### src/hw/rtl/jomt_pkg.sv
// shared types, codes and helpers of the json member tokenizer
package jomt_pkg;

  localparam int PEND_DEPTH_DEF = 16;
  localparam int MAX_NEST_DEF   = 255;

  localparam logic [7:0] CH_LBRACE   = 8'h7B;
  localparam logic [7:0] CH_RBRACE   = 8'h7D;
  localparam logic [7:0] CH_LBRACKET = 8'h5B;
  localparam logic [7:0] CH_RBRACKET = 8'h5D;
  localparam logic [7:0] CH_COLON    = 8'h3A;
  localparam logic [7:0] CH_COMMA    = 8'h2C;
  localparam logic [7:0] CH_QUOTE    = 8'h22;
  localparam logic [7:0] CH_BSLASH   = 8'h5C;
  localparam logic [7:0] CH_SPACE    = 8'h20;
  localparam logic [7:0] CH_TAB      = 8'h09;
  localparam logic [7:0] CH_CR       = 8'h0D;

  typedef enum logic [2:0] {
    KIND_KEY_BYTE   = 3'd0,
    KIND_KEY_END    = 3'd1,
    KIND_VAL_BYTE   = 3'd2,
    KIND_MEMBER_END = 3'd3,
    KIND_OBJ_END    = 3'd4,
    KIND_NO_OBJ     = 3'd5,
    KIND_ERROR      = 3'd6
  } kind_t;

  typedef struct packed {
    kind_t      kind;
    logic [7:0] data;
  } result_t;

  typedef enum logic [2:0] {
    ST_IDLE,
    ST_EVAL,
    ST_READ,
    ST_FLUSH,
    ST_POST
  } ctrl_state_t;

  typedef struct packed {
    logic load;
    logic eval;
    logic flush_emit;
    logic post_emit;
  } ctrl_cmd_t;

  typedef struct packed {
    logic plan_pre;
    logic plan_post;
    logic pre_last;
    logic post_any;
    logic post_last;
    logic out_free;
  } dp_status_t;

  function automatic logic is_ws(input logic [7:0] c);
    return (c == CH_SPACE) || ((c >= CH_TAB) && (c <= CH_CR));
  endfunction

endpackage

### src/hw/rtl/jomt_ram.sv
// generic single-port-write ram with registered read
module jomt_ram #(
  parameter int WIDTH = 8,
  parameter int DEPTH = 16,
  localparam int AW = (DEPTH > 1) ? $clog2(DEPTH) : 1
) (
  input  logic             clk,
  input  logic             we,
  input  logic [AW-1:0]    waddr,
  input  logic [WIDTH-1:0] wdata,
  input  logic [AW-1:0]    raddr,
  output logic [WIDTH-1:0] rdata
);

  logic [WIDTH-1:0] mem [DEPTH];

  always_ff @(posedge clk) begin
    if (we) begin
      mem[waddr] <= wdata;
    end
    rdata <= mem[raddr];
  end

endmodule

### src/hw/rtl/jomt_ctrl.sv
// sequencing state machine of the json member tokenizer
module jomt_ctrl import jomt_pkg::*; (
  input  logic       clk,
  input  logic       rst,
  input  logic       s_tvalid,
  output logic       s_tready,
  input  dp_status_t status,
  output ctrl_cmd_t  cmd
);

  ctrl_state_t state, state_next;

  always_ff @(posedge clk) begin
    if (rst) begin
      state <= ST_IDLE;
    end else begin
      state <= state_next;
    end
  end

  always_comb begin
    state_next = state;
    unique case (state)
      ST_IDLE: begin
        if (s_tvalid) state_next = ST_EVAL;
      end
      ST_EVAL: begin
        if (status.plan_pre) state_next = ST_READ;
        else if (status.plan_post) state_next = ST_POST;
        else state_next = ST_IDLE;
      end
      ST_READ: begin
        state_next = ST_FLUSH;
      end
      ST_FLUSH: begin
        if (status.out_free) begin
          if (!status.pre_last) state_next = ST_READ;
          else if (status.post_any) state_next = ST_POST;
          else state_next = ST_IDLE;
        end
      end
      ST_POST: begin
        if (status.out_free && status.post_last) state_next = ST_IDLE;
      end
      default: state_next = ST_IDLE;
    endcase
  end

  always_comb begin
    s_tready       = 1'b0;
    cmd            = '0;
    unique case (state)
      ST_IDLE: begin
        s_tready = 1'b1;
        cmd.load = s_tvalid;
      end
      ST_EVAL: begin
        cmd.eval = 1'b1;
      end
      ST_READ: begin
      end
      ST_FLUSH: begin
        cmd.flush_emit = status.out_free;
      end
      ST_POST: begin
        cmd.post_emit = status.out_free;
      end
      default: begin
      end
    endcase
  end

endmodule

### src/hw/rtl/jomt_dp.sv
// datapath: parse state, held whitespace buffer, result queue, output register
module jomt_dp import jomt_pkg::*; #(
  parameter int PEND_DEPTH = PEND_DEPTH_DEF,
  parameter int MAX_NEST   = MAX_NEST_DEF
) (
  input  logic       clk,
  input  logic       rst,
  input  logic [7:0] in_byte,
  input  logic       end_of_text,
  input  ctrl_cmd_t  cmd,
  output dp_status_t status,
  output logic       m_tvalid,
  input  logic       m_tready,
  output logic [2:0] m_kind,
  output logic [7:0] m_data,
  output logic       m_last
);

  localparam int AW = (PEND_DEPTH > 1) ? $clog2(PEND_DEPTH) : 1;
  localparam int CW = $clog2(PEND_DEPTH + 1);
  localparam int NW = $clog2(MAX_NEST + 1);
  localparam logic [AW-1:0] PTR_LAST = AW'(PEND_DEPTH - 1);
  localparam logic [CW-1:0] CNT_FULL = CW'(PEND_DEPTH);
  localparam logic [CW-1:0] CNT_ONE  = CW'(1);
  localparam logic [NW-1:0] NEST_MAX = NW'(MAX_NEST);

  typedef enum logic [2:0] {
    PH_START,
    PH_SEEK_KEY,
    PH_KEY,
    PH_AFTER_KEY,
    PH_VALUE_LEAD,
    PH_VALUE,
    PH_DONE
  } phase_t;

  function automatic logic [AW-1:0] ptr_inc(input logic [AW-1:0] p);
    return (p == PTR_LAST) ? '0 : p + AW'(1);
  endfunction

  logic [7:0]    cur_byte;
  logic          cur_last;
  phase_t        phase;
  logic [NW-1:0] nest;
  logic          in_str;
  logic          prev_bs;
  logic [AW-1:0] head;
  logic [AW-1:0] tail;
  logic [CW-1:0] held_cnt;
  logic [CW-1:0] rem;
  result_t       queue [3];
  logic [1:0]    queue_cnt;
  logic          clr_pend;
  logic          wr_pend;

  phase_t        plan_phase;
  logic [NW-1:0] plan_nest;
  logic          plan_in_str;
  logic          plan_bs;
  logic [CW-1:0] plan_pre_cnt;
  logic          plan_clr;
  logic          plan_wr_now;
  logic          plan_wr_late;
  result_t       plan_queue [3];
  logic [1:0]    plan_qcnt;

  logic          ram_we;
  logic [7:0]    ram_rdata;

  // per-byte decision: state update, held bytes to release, queued results
  always_comb begin
    logic    ws;
    logic    val_go;
    result_t cand [4];
    logic    cand_v [4];
    ws           = is_ws(cur_byte);
    val_go       = 1'b0;
    plan_phase   = phase;
    plan_nest    = nest;
    plan_in_str  = in_str;
    plan_bs      = prev_bs;
    plan_pre_cnt = '0;
    plan_clr     = 1'b0;
    plan_wr_now  = 1'b0;
    plan_wr_late = 1'b0;
    for (int i = 0; i < 4; i++) begin
      cand[i]   = '{kind: KIND_ERROR, data: 8'h00};
      cand_v[i] = 1'b0;
    end
    unique case (phase) inside
      PH_START: begin
        if (cur_byte == CH_LBRACE) begin
          plan_phase = PH_SEEK_KEY;
        end else if (!ws) begin
          cand[0]    = '{kind: KIND_NO_OBJ, data: 8'h00};
          cand_v[0]  = 1'b1;
          plan_phase = PH_DONE;
        end
      end
      PH_SEEK_KEY: begin
        if (cur_byte == CH_RBRACE) begin
          cand[0]    = '{kind: KIND_OBJ_END, data: 8'h00};
          cand_v[0]  = 1'b1;
          plan_phase = PH_DONE;
        end else if (cur_byte == CH_QUOTE) begin
          plan_phase = PH_KEY;
        end else if (!ws) begin
          cand[0]    = '{kind: KIND_ERROR, data: 8'h00};
          cand_v[0]  = 1'b1;
          plan_phase = PH_DONE;
        end
      end
      PH_KEY: begin
        cand_v[0] = 1'b1;
        if (cur_byte == CH_QUOTE) begin
          cand[0]    = '{kind: KIND_KEY_END, data: 8'h00};
          plan_phase = PH_AFTER_KEY;
        end else begin
          cand[0] = '{kind: KIND_KEY_BYTE, data: cur_byte};
        end
      end
      PH_AFTER_KEY: begin
        if (cur_byte == CH_COLON) begin
          plan_phase  = PH_VALUE_LEAD;
          plan_nest   = '0;
          plan_in_str = 1'b0;
          plan_bs     = 1'b0;
          plan_clr    = 1'b1;
        end else if (!ws) begin
          cand[0]    = '{kind: KIND_ERROR, data: 8'h00};
          cand_v[0]  = 1'b1;
          plan_phase = PH_DONE;
        end
      end
      PH_VALUE_LEAD, PH_VALUE: begin
        val_go = (phase == PH_VALUE) || !ws;
        if (val_go) begin
          if (ws) begin
            plan_bs = 1'b0;
            if (held_cnt == CNT_FULL) begin
              plan_pre_cnt = CNT_ONE;
              plan_wr_late = 1'b1;
            end else begin
              plan_wr_now = 1'b1;
            end
          end else if (!in_str && (nest == '0) &&
                       ((cur_byte == CH_COMMA) || (cur_byte == CH_RBRACE))) begin
            plan_clr  = 1'b1;
            cand[0]   = '{kind: KIND_MEMBER_END, data: 8'h00};
            cand_v[0] = 1'b1;
            if (cur_byte == CH_RBRACE) begin
              cand[1]    = '{kind: KIND_OBJ_END, data: 8'h00};
              cand_v[1]  = 1'b1;
              plan_phase = PH_DONE;
            end else begin
              plan_phase = PH_SEEK_KEY;
            end
          end else begin
            plan_pre_cnt = held_cnt;
            cand[0]      = '{kind: KIND_VAL_BYTE, data: cur_byte};
            cand_v[0]    = 1'b1;
            if (in_str) begin
              if ((cur_byte == CH_QUOTE) && !prev_bs) plan_in_str = 1'b0;
            end else if (cur_byte == CH_QUOTE) begin
              plan_in_str = 1'b1;
            end else if ((cur_byte == CH_LBRACE) || (cur_byte == CH_LBRACKET)) begin
              if (nest < NEST_MAX) plan_nest = nest + NW'(1);
            end else if ((cur_byte == CH_RBRACE) || (cur_byte == CH_RBRACKET)) begin
              if (nest != '0) plan_nest = nest - NW'(1);
            end
            plan_bs    = (cur_byte == CH_BSLASH);
            plan_phase = PH_VALUE;
          end
        end
      end
      default: begin
        plan_phase = PH_DONE;
      end
    endcase

    if (cur_last) begin
      case (plan_phase) inside
        PH_START: begin
          cand[2]   = '{kind: KIND_NO_OBJ, data: 8'h00};
          cand_v[2] = 1'b1;
        end
        PH_SEEK_KEY: begin
          cand[2]   = '{kind: KIND_OBJ_END, data: 8'h00};
          cand_v[2] = 1'b1;
        end
        PH_KEY, PH_AFTER_KEY: begin
          cand[2]   = '{kind: KIND_ERROR, data: 8'h00};
          cand_v[2] = 1'b1;
        end
        PH_VALUE_LEAD, PH_VALUE: begin
          cand[2]   = '{kind: KIND_MEMBER_END, data: 8'h00};
          cand_v[2] = 1'b1;
          cand[3]   = '{kind: KIND_OBJ_END, data: 8'h00};
          cand_v[3] = 1'b1;
        end
        default: begin
        end
      endcase
      plan_phase   = PH_START;
      plan_nest    = '0;
      plan_in_str  = 1'b0;
      plan_bs      = 1'b0;
      plan_clr     = 1'b1;
      plan_wr_now  = 1'b0;
      plan_wr_late = 1'b0;
    end

    // pack the candidate results in order
    plan_qcnt = 2'd0;
    for (int i = 0; i < 3; i++) begin
      plan_queue[i] = '{kind: KIND_ERROR, data: 8'h00};
    end
    for (int i = 0; i < 4; i++) begin
      if (cand_v[i] && (plan_qcnt != 2'd3)) begin
        plan_queue[plan_qcnt] = cand[i];
        plan_qcnt             = plan_qcnt + 2'd1;
      end
    end
  end

  assign status.plan_pre  = (plan_pre_cnt != '0);
  assign status.plan_post = (plan_qcnt != 2'd0);
  assign status.pre_last  = (rem == CNT_ONE);
  assign status.post_any  = (queue_cnt != 2'd0);
  assign status.post_last = (queue_cnt == 2'd1);
  assign status.out_free  = !m_tvalid || m_tready;

  assign ram_we = (cmd.eval && (plan_pre_cnt == '0) && !plan_clr && plan_wr_now) ||
                  (cmd.flush_emit && (rem == CNT_ONE) && !clr_pend && wr_pend);

  jomt_ram #(
    .WIDTH(8),
    .DEPTH(PEND_DEPTH)
  ) u_held (
    .clk  (clk),
    .we   (ram_we),
    .waddr(tail),
    .wdata(cur_byte),
    .raddr(head),
    .rdata(ram_rdata)
  );

  always_ff @(posedge clk) begin
    if (rst) begin
      phase     <= PH_START;
      nest      <= '0;
      in_str    <= 1'b0;
      prev_bs   <= 1'b0;
      head      <= '0;
      tail      <= '0;
      held_cnt  <= '0;
      rem       <= '0;
      queue_cnt <= 2'd0;
      clr_pend  <= 1'b0;
      wr_pend   <= 1'b0;
      m_tvalid  <= 1'b0;
    end else begin
      if (cmd.eval) begin
        phase     <= plan_phase;
        nest      <= plan_nest;
        in_str    <= plan_in_str;
        prev_bs   <= plan_bs;
        rem       <= plan_pre_cnt;
        queue_cnt <= plan_qcnt;
        if (plan_pre_cnt == '0) begin
          clr_pend <= 1'b0;
          wr_pend  <= 1'b0;
          if (plan_clr) begin
            held_cnt <= '0;
            head     <= tail;
          end else if (plan_wr_now) begin
            tail     <= ptr_inc(tail);
            held_cnt <= held_cnt + CNT_ONE;
          end
        end else begin
          clr_pend <= plan_clr;
          wr_pend  <= plan_wr_late && !plan_clr;
        end
      end
      if (cmd.flush_emit) begin
        rem <= rem - CNT_ONE;
        if ((rem == CNT_ONE) && clr_pend) begin
          held_cnt <= '0;
          head     <= tail;
        end else if ((rem == CNT_ONE) && wr_pend) begin
          head <= ptr_inc(head);
          tail <= ptr_inc(tail);
        end else begin
          head     <= ptr_inc(head);
          held_cnt <= held_cnt - CNT_ONE;
        end
      end
      if (cmd.post_emit) begin
        queue_cnt <= queue_cnt - 2'd1;
      end
      if (cmd.flush_emit || cmd.post_emit) begin
        m_tvalid <= 1'b1;
      end else if (m_tready) begin
        m_tvalid <= 1'b0;
      end
    end
  end

  always_ff @(posedge clk) begin
    if (cmd.load) begin
      cur_byte <= in_byte;
      cur_last <= end_of_text;
    end
    if (cmd.eval) begin
      for (int i = 0; i < 3; i++) begin
        queue[i] <= plan_queue[i];
      end
    end else if (cmd.post_emit) begin
      queue[0] <= queue[1];
      queue[1] <= queue[2];
    end
    if (cmd.flush_emit) begin
      m_kind <= KIND_VAL_BYTE;
      m_data <= ram_rdata;
      m_last <= (rem == CNT_ONE) && (queue_cnt == 2'd0);
    end else if (cmd.post_emit) begin
      m_kind <= queue[0].kind;
      m_data <= queue[0].data;
      m_last <= (queue_cnt == 2'd1);
    end
  end

endmodule

### src/hw/rtl/json_object_member_tokenizer_top.sv
// top level of the json object member tokenizer
// a byte is taken in idle and decoded in the next cycle in eval; the next byte waits for idle
// queued results (key, value or closing words) leave from the post state while output is free
// each held whitespace byte released is read from the buffer ram in read, then sent in flush
// a byte's first result is registered after eval, or after its held whitespace goes out first
// reset is synchronous; the whitespace buffer ram is not cleared and needs no clearing pass
module json_object_member_tokenizer_top import jomt_pkg::*; #(
  parameter int PEND_DEPTH = PEND_DEPTH_DEF,
  parameter int MAX_NEST   = MAX_NEST_DEF
) (
  input  logic       clk,
  input  logic       rst,
  input  logic       s_tvalid,
  output logic       s_tready,
  input  logic [7:0] s_tdata,   // in_byte
  input  logic       s_tlast,
  output logic       m_tvalid,
  input  logic       m_tready,
  output logic [7:0] m_tdata,   // data_byte
  output logic [2:0] m_tuser,   // kind
  output logic       m_tlast
);

  ctrl_cmd_t  cmd;
  dp_status_t status;

  jomt_ctrl u_ctrl (
    .clk     (clk),
    .rst     (rst),
    .s_tvalid(s_tvalid),
    .s_tready(s_tready),
    .status  (status),
    .cmd     (cmd)
  );

  jomt_dp #(
    .PEND_DEPTH(PEND_DEPTH),
    .MAX_NEST  (MAX_NEST)
  ) u_dp (
    .clk        (clk),
    .rst        (rst),
    .in_byte    (s_tdata),
    .end_of_text(s_tlast),
    .cmd        (cmd),
    .status     (status),
    .m_tvalid   (m_tvalid),
    .m_tready   (m_tready),
    .m_kind     (m_tuser),
    .m_data     (m_tdata),
    .m_last     (m_tlast)
  );

endmodule

### config.mk
export PLATFORM = sky130hd
export DESIGN_NAME = json_object_member_tokenizer_top
export DESIGN_NICKNAME = d
export VERILOG_FILES = /design/src/hw/rtl/jomt_pkg.sv /design/src/hw/rtl/jomt_ram.sv /design/src/hw/rtl/jomt_ctrl.sv /design/src/hw/rtl/jomt_dp.sv /design/src/hw/rtl/json_object_member_tokenizer_top.sv
export SDC_FILE = /design/constraint.sdc
export NUM_CORES = 1
export LEC_CHECK = 0
export ABC_CLOCK_PERIOD_IN_PS = 4000
export BUFFER_PORTS_ARGS = -buffer_cell sky130_fd_sc_hd__buf_2
export CAP_MARGIN = 10
export CORE_MARGIN = 1
export CORE_UTILIZATION = 33
export DETAILED_ROUTE_END_ITERATION = 16
export PLACE_DENSITY = 0.61
export SLEW_MARGIN = 20
export SYNTH_ARGS = -nofsm -noshare
export SYNTH_HDL_FRONTEND = slang
export SYNTH_SLANG_ARGS = --single-unit
### constraint.sdc
create_clock -name clk -period 4 [get_ports clk]
set_clock_uncertainty 0.05 [all_clocks]
set_input_delay 0.6 -clock clk [delete_from_list [all_inputs] [get_ports clk]]
set_output_delay 0.6 -clock clk [all_outputs]
set_load 0.02 [all_outputs]
# Yosys cells after proc, flatten, opt, wreduce, memory -nomap -nowiden
# Memories as Yosys holds them, arrays and structs flattened. A register that Yosys moved wholly into a read port is not among the register bits.
# Index checks and enable logic that the tools add are counted.
# Widths: inputs -> output; s select.
[word_totals] n_memories=2 regBits=60 mem_bits_rw=161
[memory_table] memory="u_dp.u_held.mem" words=16 word_bits=8 read_ports=1 rd_clocked_by_memory_dff=1 wr=1 line_no="jomt_ram.sv:15" source="logic [WIDTH-1:0] mem [DEPTH];"
[memory_table] memory="u_dp.queue" words=3 word_bits=11 read_ports=3 rd_clocked_by_memory_dff=0 wr=3 line_no="jomt_dp.sv:51" source="result_t queue [3];"
[classes] bitwise_logic=5 order_cmp=9 mux=169 n_eq_ne=44 add_sub_neg=11 n_reduce_logical=60
[ops] op="$mux 11" count=15
[ops] op="$mux 8" count=13
[ops] op="$bwmux 33" count=3
[ops] op="$mux 33" count=3
[ops] op="$demux 11 s2" count=3
[ops] op="$mux 22" count=3
[ops] op="$mux 5" count=13
[ops] op="$mux 1" count=62
[ops] op="$mux 4" count=14
[ops] op="$mux 3" count=18
[ops] op="$pmux 11 s4" count=1
[ops] op="$eq 8x7->1 const B" count=5
[ops] op="$mux 10" count=4
[ops] op="$eq 8x6->1 const B" count=4
[ops] op="$pmux 3 s5" count=2
[ops] op="$logic_and 1x1->1" count=21
[ops] op="$eq 3x2->1 const B" count=6
[ops] op="$mux 9" count=2
[ops] op="$mux 2" count=8
[ops] op="$pmux 8 s2" count=1
[ops] op="$reduce_bool 2->1" count=8
[ops] op="$eq 3x3->1 const B" count=5
[ops] op="$ne 3x2->1 const B" count=5
[ops] op="$reduce_and 11->1" count=1
[ops] op="other kinds (43)" count=78

# Longest topological paths before layout
[depth] word_depth=24 depth_mapped=14 ltp_nobuf=13

# Modules after synthesis
# From an unflattened synthesis, not the netlist that was laid out.
[hier_totals] hier_cells=778 hier_area_um2=10116.0
[by_module_without_submodules] mod="jomt_ram" cells_each=229 area_per_inst_um2=5147.4 n_inst=1 seq_area_each_um2=4003.8
[by_module_without_submodules] mod="jomt_dp" cells_each=524 area_per_inst_um2=4745.8 n_inst=1 seq_area_each_um2=1831.8
[by_module_without_submodules] mod="jomt_ctrl" cells_each=25 area_per_inst_um2=222.7 n_inst=1 seq_area_each_um2=60.1

# Least setup slack after synthesis
# OpenSTA, ideal clock, no wires.
[synth_path] path_kind="reg2reg" from="register u_dp.cur_byte[7]" to="memory u_dp.queue[0][1] in the netlist's numbering, data pin" path_buffers=2 slack_ps=136 setup_ps=255 required_time_ps=3695 arrival_ps=3559 synth_period_minus_slack_ps=3864 path_stages_with_launch=15 cell_sequence="edfxtp_1 -> or3_1 -> buf_2 -> or4_4 -> nand2_1 -> nor2_1 -> o211ai_1 -> nand2_1 -> ha_1 -> a21boi_1 -> and2_1 -> clkbuf_1 -> a41o_1 -> a21oi_1 -> and3_1"
[synth_lines] element="start, declared" line_no="jomt_dp.sv:41" source="logic [7:0] cur_byte;"
[synth_lines] element="start signal, assigned" line_no="jomt_dp.sv:311" source="cur_byte <= in_byte;"
[synth_lines] element="end, declared" line_no="jomt_dp.sv:51"

==> metrics.yaml <==
row_count: 63
multi_input_area_sq_um: 3765
synth_area_leaders: "edfxtp_1 (49%), dfxtp_1 (10%), mux4_2 (9.1%), nor2_1 (3.0%), nand2_1 (2.8%)"
die_width_um: 175.6
cts_num_sinks: 213
pwr-share-seq_pct: 50.5
maxSlewViolCount: 0
synth_top_area_cell: "edfxtp_1"
synth_area_per_cell_sq_um: 13.01
worstSkewPairLatency_ns: 0.51
synth-edff-count: 163
drv_cap: 0
grt_max_degree: 40
fin_crit_ns: 3.659
ios: 27
worst_hold_slack_ns: 0.2205
grt_pass1_wl_um: 34330
vdd_drop_max_uv: 339.7
wl_um: 21470
start_util_pct: 33.54
cts-root-buf: "clkbuf_16"
pwr_density_cell_nw_per_um2: 430.3
postCtsSetupBuffers: 0
synth-seq-cells: 213
arrival_ns: 3.98
cts-resized-gates: 0
yosysSeqAreaShare_pct: 59.30
die_h_um: 175.6
slew_headroom_pct: 40.53
min_from: "s_tlast"
gr-total-overflow: 0
syn2layout_area_growth_pct: 14.36
p_clk_share_pct: 42.5
required_ns: 4.32
hold_violations: 0
synth.most_common_cell: "edfxtp_1"
start_kind: "flop"
synth.distinct_cells: 87
path_clk_slew_ns: 0.06
nNetsFinal: 840
antenna_found_initial: 1
p_sw_mw: 1.085
port_buffers: 26
cts-buffers-inserted: 23
synth_fp_nets: 799
outcome: "complete, no violations"
switching_share_pct: 22.18
cts_tree: "yes"
dp_hpwl_um: 14750
crit_type: "flop to flop"
stdcell_area_sq_um: 11370
track_usage_pct: 14.14
hold-path-cell-count: 1
ff_latch_area_sq_um: 5897
worst_slew_pin_slew_ns: 0.8920
fillerInstances: 2852
pwr-share-comb_pct: 7.0
p_leak_nw: 3.768
yosys_warnings: 0
synth_top_area_share_pct: 49.23
r2r-end: "u_dp.queue[0][0]"
grt_pass1_vias: 6112
rrSetupSlack_ns: 0.34
max_freq_mhz: 273.3
place.gp.congestion: 0.8187
diodes: 0
cts_buffer_depth: 3
place_area_sq_um: 10620
via_per_inst: 5.111
endpoint_kind: "flop"
syn_inst: 764
hold_path_class: "input pin to flop"
vias: 6194
cts.htree.levels: 1
p_int_mw: 3.807
total_power_mw: 4.892
critPathMaxFanout: 7
antenna_left: 0
first_iter_violations: 439
drive_gt1_share_pct: 19.46
dieArea_sq_um: 30820
ys_top_cells_by_count: "edfxtp_1 (163), nor2_1 (80), nand2_1 (73)"
timing.rr.start: "u_dp.cur_byte[7]"
wl_per_cell_um: 17.71
holdPathEnd: "u_dp.cur_last"
core-area_sq_um: 29640
syn_area_sq_um: 9942
startpoint: "u_dp.cur_byte[7]"
min_period_over_period_pct: 91.48
drc_errors: 0
fin_setup_tns_ns: 0
finalSetupViolCount: 0
dr.pass1.iters: 5
async_reset_ff_share_pct: 0
rsz0062_at_grt: "no"
synth_ff_type: "edfxtp_1"
ctsHoldBuffers: 0
rr_worst_depth: 12
routing by layer:
metal / track usage, % / up-vias / part of all wire, %
met1: 20.25 / 3028 / 47
met4: 3.587 / 0 / 1.8
met2: 22.33 / 151 / 46
met3: 2.229 / 30 / 4.9
li1: - / 2985 / -
met5: 0 / - / 0
sequential cells by signal (all words and copies together), names as in the netlist, 4 cells and up:
name and count:
u_dp.u_held.mem 128, u_dp.queue 17, u_dp.cur_byte 8, u_dp.m_data 8
u_dp.nest 8, u_dp.u_held.rdata 8, u_dp.held_cnt 5, u_dp.rem 5
u_dp.head 4, u_dp.tail 4
metrics by stage:
| step | setup WS [ns] | utilization (%) | instances |
|---|---|---|---|
| after detailed placement | 0.3627 | 35.85 | 1170 |
| final | 0.3408 | 38.36 | 1212 |
| after floorplan | 0.1363 | - | 764 |
| after global placement | 0.4418 | 35.85 | 1170 |
| after CTS | 0.3536 | 38.35 | 1212 |
| after global routing | 0.1522 | 38.36 | 1212 |
power by group through the flow:
stage / Sequential (mW) / Combinational, mW / Clock [mW]
2_1_floorplan: 2.54 / 0.219 / 0
3_3_place_gp: 2.52 / 0.341 / 0
3_5_place_dp: 2.52 / 0.346 / 0
4_1_cts: 2.47 / 0.347 / 2.13
5_1_grt: 2.48 / 0.379 / 2.21
6_report: 2.47 / 0.342 / 2.08
worst max-delay path by stage:
stage | endpoint | slack, ns | depth (start not counted)
detailed placement | u_dp.queue[0][0] | 0.36 | 12
CTS | u_dp.queue[0][0] | 0.35 | 12
global route | u_dp.queue[0][7] | 0.15 | 12
global placement | u_dp.queue[0][7] | 0.44 | 12
floorplan | u_dp.queue[0][1] | 0.14 | 14
finish | u_dp.queue[0][0] | 0.34 | 12
cell usage in the layout (no fill, tap or decap), types with 23 or more instances in the layout:
| cell | synthesis | layout |
|---|---|---|
| edfxtp_1 | 163 | 163 |
| buf_4 | 2 | 33 |
| mux4_2 | 40 | 40 |
| clkbuf_16 | 0 | 23 |
| nor3_1 | 25 | 25 |
| nand2_1 | 73 | 73 |
| buf_2 | 11 | 26 |
| a21oi_1 | 43 | 43 |
| dfxtp_1 | 50 | 49 |
| nor2_1 | 80 | 79 |
cells by family (layout without fill, tap and decap cells):
kind of cell / count (synthesis) / after routing / share of synthesized area (%)
adders and majority gates: 22 / 22 / 2.844
AOI/OAI and AO/OA: 134 / 134 / 10.22
buffers and inverters: 65 / 123 / 2.857
and+or+nand+nor: 273 / 273 / 14.10
xor gates and xnor gates: 8 / 8 / 0.7047
muxes: 49 / 49 / 9.980
DFF: 213 / 213 / 59.30
final cells by class:
type                    instances  share of cell area [%]
multi-input cells             486                   33.11
repair buffers                 60                   3.499
inverters                      21                  0.6933
well taps                     390                   4.292
clock buffers                  33                   5.656
flip-flops and latches        213                   51.87
clock inverters                 9                  0.8804
critical path, cell delays in order, from the launching register on:
cell	delay, ns
edfxtp_1	0.38
or3_1	0.53
or4_4	0.62
nand2_1	0.15
nor2_1	0.08
o211ai_1	0.20
nand2_1	0.13
ha_1	0.32
a21boi_1	0.08
and2_1	0.22
a41o_1	0.28
a221oi_4	0.32
and2_1	0.17
Power figures use the tool's default switching activity.
